<file path="src/rtl/ppt_pkg.sv">
package ppt_pkg;

  // default fraction width of all fixed-point values
  localparam int PPT_FRAC_BITS_DEF = 16;

  // quotient bits per lane, one division cell each
  localparam int QBITS = 32;

  // configuration register indexes
  localparam logic [2:0] CFG_X_GAIN  = 3'd0;
  localparam logic [2:0] CFG_Y_GAIN  = 3'd1;
  localparam logic [2:0] CFG_W_GAIN  = 3'd2;
  localparam logic [2:0] CFG_X_OFS   = 3'd3;
  localparam logic [2:0] CFG_Y_OFS   = 3'd4;
  localparam logic [2:0] CFG_W_OFS   = 3'd5;
  localparam logic [2:0] CFG_TRANSP  = 3'd6;

  typedef struct packed {
    logic signed [31:0] x;
    logic signed [31:0] y;
  } ppt_in_t;

  typedef struct packed {
    logic signed [31:0] x;
    logic signed [31:0] y;
    logic               zero_weight;
    logic               saturated;
  } ppt_out_t;

  // per-item control traveling with the division chain
  typedef struct packed {
    logic valid;
    logic zero;
    logic neg_x;
    logic neg_y;
    logic ovf_x;
    logic ovf_y;
  } ppt_ctl_t;

endpackage

</file>
<file path="src/rtl/ppt_div_cell.sv">
module ppt_div_cell import ppt_pkg::*; #(
  parameter int AW  = 82,
  parameter int BIT = 0
) (
  input  logic          clk,
  input  logic          rst_n,
  input  ppt_ctl_t      ctl_i,
  input  logic [AW-1:0] rx_i,
  input  logic [AW-1:0] ry_i,
  input  logic [AW-1:0] d_i,
  input  logic [31:0]   qx_i,
  input  logic [31:0]   qy_i,
  output ppt_ctl_t      ctl_o,
  output logic [AW-1:0] rx_o,
  output logic [AW-1:0] ry_o,
  output logic [AW-1:0] d_o,
  output logic [31:0]   qx_o,
  output logic [31:0]   qy_o
);

  ppt_ctl_t      ctl_r;
  logic [AW-1:0] rx_r, rx_nxt, ry_r, ry_nxt, d_r, dk;
  logic [31:0]   qx_r, qx_nxt, qy_r, qy_nxt;

  // one restoring step on both lanes: try subtracting divisor at this weight
  always_comb begin
    dk     = d_i << BIT;
    rx_nxt = rx_i;
    ry_nxt = ry_i;
    qx_nxt = qx_i;
    qy_nxt = qy_i;
    if (rx_i >= dk) begin
      rx_nxt      = rx_i - dk;
      qx_nxt[BIT] = 1'b1;
    end
    if (ry_i >= dk) begin
      ry_nxt      = ry_i - dk;
      qy_nxt[BIT] = 1'b1;
    end
  end

  always_ff @(posedge clk) begin
    if (!rst_n) begin
      ctl_r <= '0;
    end else begin
      ctl_r <= ctl_i;
    end
  end

  always_ff @(posedge clk) begin
    rx_r <= rx_nxt;
    ry_r <= ry_nxt;
    d_r  <= d_i;
    qx_r <= qx_nxt;
    qy_r <= qy_nxt;
  end

  assign ctl_o = ctl_r;
  assign rx_o  = rx_r;
  assign ry_o  = ry_r;
  assign d_o   = d_r;
  assign qx_o  = qx_r;
  assign qy_o  = qy_r;

endmodule

</file>
<file path="config.mk">
export PLATFORM = sky130hd
export DESIGN_NAME = ppt_div_cell
export DESIGN_NICKNAME = d
export VERILOG_FILES = /design/src/rtl/ppt_pkg.sv /design/src/rtl/ppt_div_cell.sv
export SDC_FILE = /design/constraint.sdc
export NUM_CORES = 1
export LEC_CHECK = 0
export ABC_AREA = 1
export BUFFER_PORTS_ARGS = -buffer_cell sky130_fd_sc_hd__buf_4
export CAP_MARGIN = 20
export CORE_AREA = 2 2 247 249
export CTS_CLUSTER_SIZE = 24
export DETAILED_ROUTE_END_ITERATION = 12
export DIE_AREA = 0 0 249 251
export PLACE_DENSITY_LB_ADDON = 0.1
export SYNTH_ARGS = -nofsm -noshare
export SYNTH_HDL_FRONTEND = slang
export SYNTH_SLANG_ARGS = --single-unit
</file>
<file path="constraint.sdc">
create_clock -name clk -period 2.19 [get_ports clk]
set_input_delay 0.219 -clock clk [delete_from_list [all_inputs] [get_ports clk]]
set_output_delay 0.219 -clock clk [all_outputs]
set_load 0.02 [all_outputs]
</file>
==> metrics.txt <==
outcome=finished clean; via/cell ratio=4.840; adder-cell share of the synthesized area=0.08563; Peak VDD IR=0.4880 mV; first-pass GRT wire length=189.9 mm; final core occ=0.6875; async set-reset flop share out of synthesis=0; Syn Area/Cell=5.720 um2; # rows=90; Yosys top cell by area=nand2_1; top post-synthesis cells by area=nand2_1 29%, dfxtp_1 26%, inv_1 13%; post-DR wirelength/cell=18.97 um; TritonCTS Buffers=38; CP endpoint kind=flip-flop; worst path required time=2630 ps; fillers=5398; fmax=466.1 MHz; main combinational cell family by area after synthesis=simple AND/OR/NAND/NOR gates; vias in the first global route=33050; largest net degree at the start of global routing=38; port bufs=633; fin crit share=0.9796; Final Wtd Congestion=1.023; most frequent CP cell=nand2_1; clock root cell=clkbuf_16; Die Y=251 um; WS Path Type=input port to flip-flop; DRT Pass-1 Iters=6; Synthesized Nets=4755; multiplexer share of the synthesized area=0; P_sw=9.111 mW; synth unique cells=29; total internal power=15.08 mW; Max FO, Critical Path=15; Synth Flop Type=dfxtp_1; count leader, synth=nand2_1; Commonest cells post-synth=1855 x nand2_1, 866 x inv_1, 361 x nor2_1, 316 x dfxtp_1, 193 x nand3_1; Worst-Margin Slew=415.4 ps; RSZ-0062 raised after global routing=yes; area delta synth->final=68.28%; Synth warnings=0; DP Wirelength=106.8 mm; initial core utilization=0.4086; Switching Fraction=0.3766; slowest cell on the critical path=ha_1; Leakage=23.95 nW; Longest Clk Path Bufs=3; Cells after Synth=4271; sequential power share=0.279; fraction of the yosys area taken by sequential cells=0.2590; Clock transition at path regs=60 ps; hold crit path type=input port to flip-flop; Post-synth EDFFs=0; Post-route DRC=0; Die Width=249 um; PnR worst setup slack=44.75 ps; CP top delay family=simple AND/OR/NAND/NOR gates; Post-Place Setup Slack=-566.1 ps; Via Count=33330; Overall Global Routing Usage=0.4030; postcts setup bufs=0; number of DRC markers in iteration 0=2320; critical path cell sequence=buf_4 -> inv_1 -> ha_1 -> a21oi_1 -> o21ai_0 -> nand2_1 -> nand2_1 -> a21oi_1 -> nand2_1 -> nor2_1 -> buf_4 -> nand2_4 -> buf_12 -> nand3_1 -> nand2_1; initial antenna violation count=10; top cell type's share of synthesized area=0.2850; Slew Limit Fails=0; Die ar.=0.06250 mm2; final-stage net count=6554; TritonCTS clock tree=done; # H-tree levels=2; CP bufs+invs=4; Setup TNS=0 ps; Clk pwr share=0.277; Routed Antenna Nets=0; grt total ovfl=0; compound-gate portion of the synthesized area=0.05024; share of cells above drive strength 1=0.2742; core area=0.05979 mm2; area of the multi-input gates=0.01467 mm2; CP max stage delay=350 ps; combinational power share=0.444; Hold Vio Cnt, Final=0; Mapped Area=0.02443 mm2; IO Pins=634; simple-gate portion of the synthesized area=0.4215; Seq. cell area=0.006326 mm2; Max Cap Viol=0; final setup vio count=0; Yosys reg bits=316; CTS sink cnt=316; relative slew slack=0.7202; PD cells=588.5 mW/mm2; Routed WL=130.6 mm; min Tclk post-route=2145 ps; xor/xnor share of the synthesized area=0.03298; startpoint type of the worst setup path=input port; WP data arrival=2580 ps
==> power groups by stage <==
| stage | combinational [mW] | sequential, mW | clock [mW] |
|---|---|---|---|
| global placement | 9.81 | 6.84 | 0 |
| CTS | 10.3 | 6.73 | 6.71 |
| global route | 11.4 | 6.80 | 6.95 |
| detailed placement | 9.85 | 6.85 | 0 |
| floorplan | 3.82 | 7.71 | 0 |
| finish | 10.7 | 6.76 | 6.70 |
==> through the flow <==
stage / hold WS, ps / cell area [um2] / total power [mW] / cells
after floorplan: 246.7 / 24430 / 11.53 / 4271
after global placement: 323.6 / 36280 / 16.65 / 6490
after detailed placement: 324.4 / 36280 / 16.70 / 6490
after CTS: 6.308 / 40770 / 23.79 / 6878
after global routing: 33.69 / 41110 / 25.19 / 6886
final: 46.03 / 41110 / 24.20 / 6887
==> logic make-up after synthesis <==
logic type               Yosys count
buffers and inverters            910
AO/OA/AOI/OAI                    229
adder cells (fa/ha/maj)          166
AND/OR/NAND/NOR                 2558
XOR/XNOR                          92
flip-flops                       316
==> timing repair <==
action / 4_1_cts / 5_1_grt
hold buffers: 320 / 0
gates resized for setup: 0 / 72
endpoints found under the setup margin: 0 / 162
endpoints found under the hold margin: 314 / 0
==> final timing paths <==
path / startpoint / to / slack, ps / depth (start not counted)
setup / recovery: d_i[77] / rx_o[79] / 40 / 15
hold / removal: rx_i[57] / rx_o[57] / 50 / 4
==> state kept, by name, summed over array words and instances, names as in the netlist <==
name   count
qx_o      32
ry_o      82
qy_o      32
rx_o      82
d_o       82
ctl_o      6
==> layout by cell type, fill, tap and decap left out, types with 3 or more instances in the layout <==
| cell | synthesis | final |
|---|---|---|
| nand2_1 | 1855 | 1841 |
| buf_4 | 0 | 1451 |
| inv_1 | 866 | 863 |
| nor2_1 | 361 | 337 |
| dlygate4sd3_1 | 0 | 320 |
| dfxtp_1 | 316 | 316 |
| nand3_1 | 193 | 190 |
| ha_1 | 164 | 155 |
| a21oi_1 | 151 | 147 |
| xor2_1 | 92 | 92 |
| nor2_2 | 25 | 48 |
| o21ai_0 | 45 | 43 |
| clkbuf_16 | 0 | 42 |
| o21bai_1 | 28 | 28 |
| nor3_1 | 30 | 27 |
| nand4_1 | 25 | 25 |
| nand3_2 | 22 | 25 |
| nand2_2 | 8 | 21 |
| nand3b_1 | 18 | 18 |
| buf_12 | 4 | 17 |
| and2_1 | 8 | 8 |
| inv_2 | 10 | 8 |
| diode_2 | 0 | 7 |
| clkinvlp_4 | 0 | 7 |
| ha_4 | 0 | 7 |
| clkinv_2 | 0 | 7 |
| or2_2 | 6 | 6 |
| clkbuf_1 | 0 | 5 |
| nor3_2 | 1 | 4 |
| nor4_1 | 4 | 4 |
| a21oi_2 | 0 | 4 |
| bufinv_16 | 0 | 4 |
| clkbuf_8 | 0 | 4 |
| o21a_1 | 3 | 3 |
| nand2_4 | 2 | 3 |
| inv_6 | 0 | 3 |
| clkinv_4 | 0 | 3 |
==> layout make-up <==
cell class	count	share of cell area
Antenna cell	7	0.0004261
Clock buffer	48	0.02553
Timing Repair Buffer	1793	0.3535
Multi-Input combinational cell	3045	0.3568
Tap cell	782	0.02380
Sequential cell	316	0.1539
Clock inverter	20	0.005570
Inverter	876	0.08044
==> metal layers <==
metal | track usage | share of wire | vias to the layer above
li1 | - | - | 16360
met1 | 0.4773 | 0.40 | 15110
met2 | 0.6847 | 0.46 | 1495
met3 | 0.07113 | 0.077 | 357
met4 | 0.2381 | 0.066 | 4
met5 | 0 | 0.00020 | -
Power figures use the tool's default switching activity.
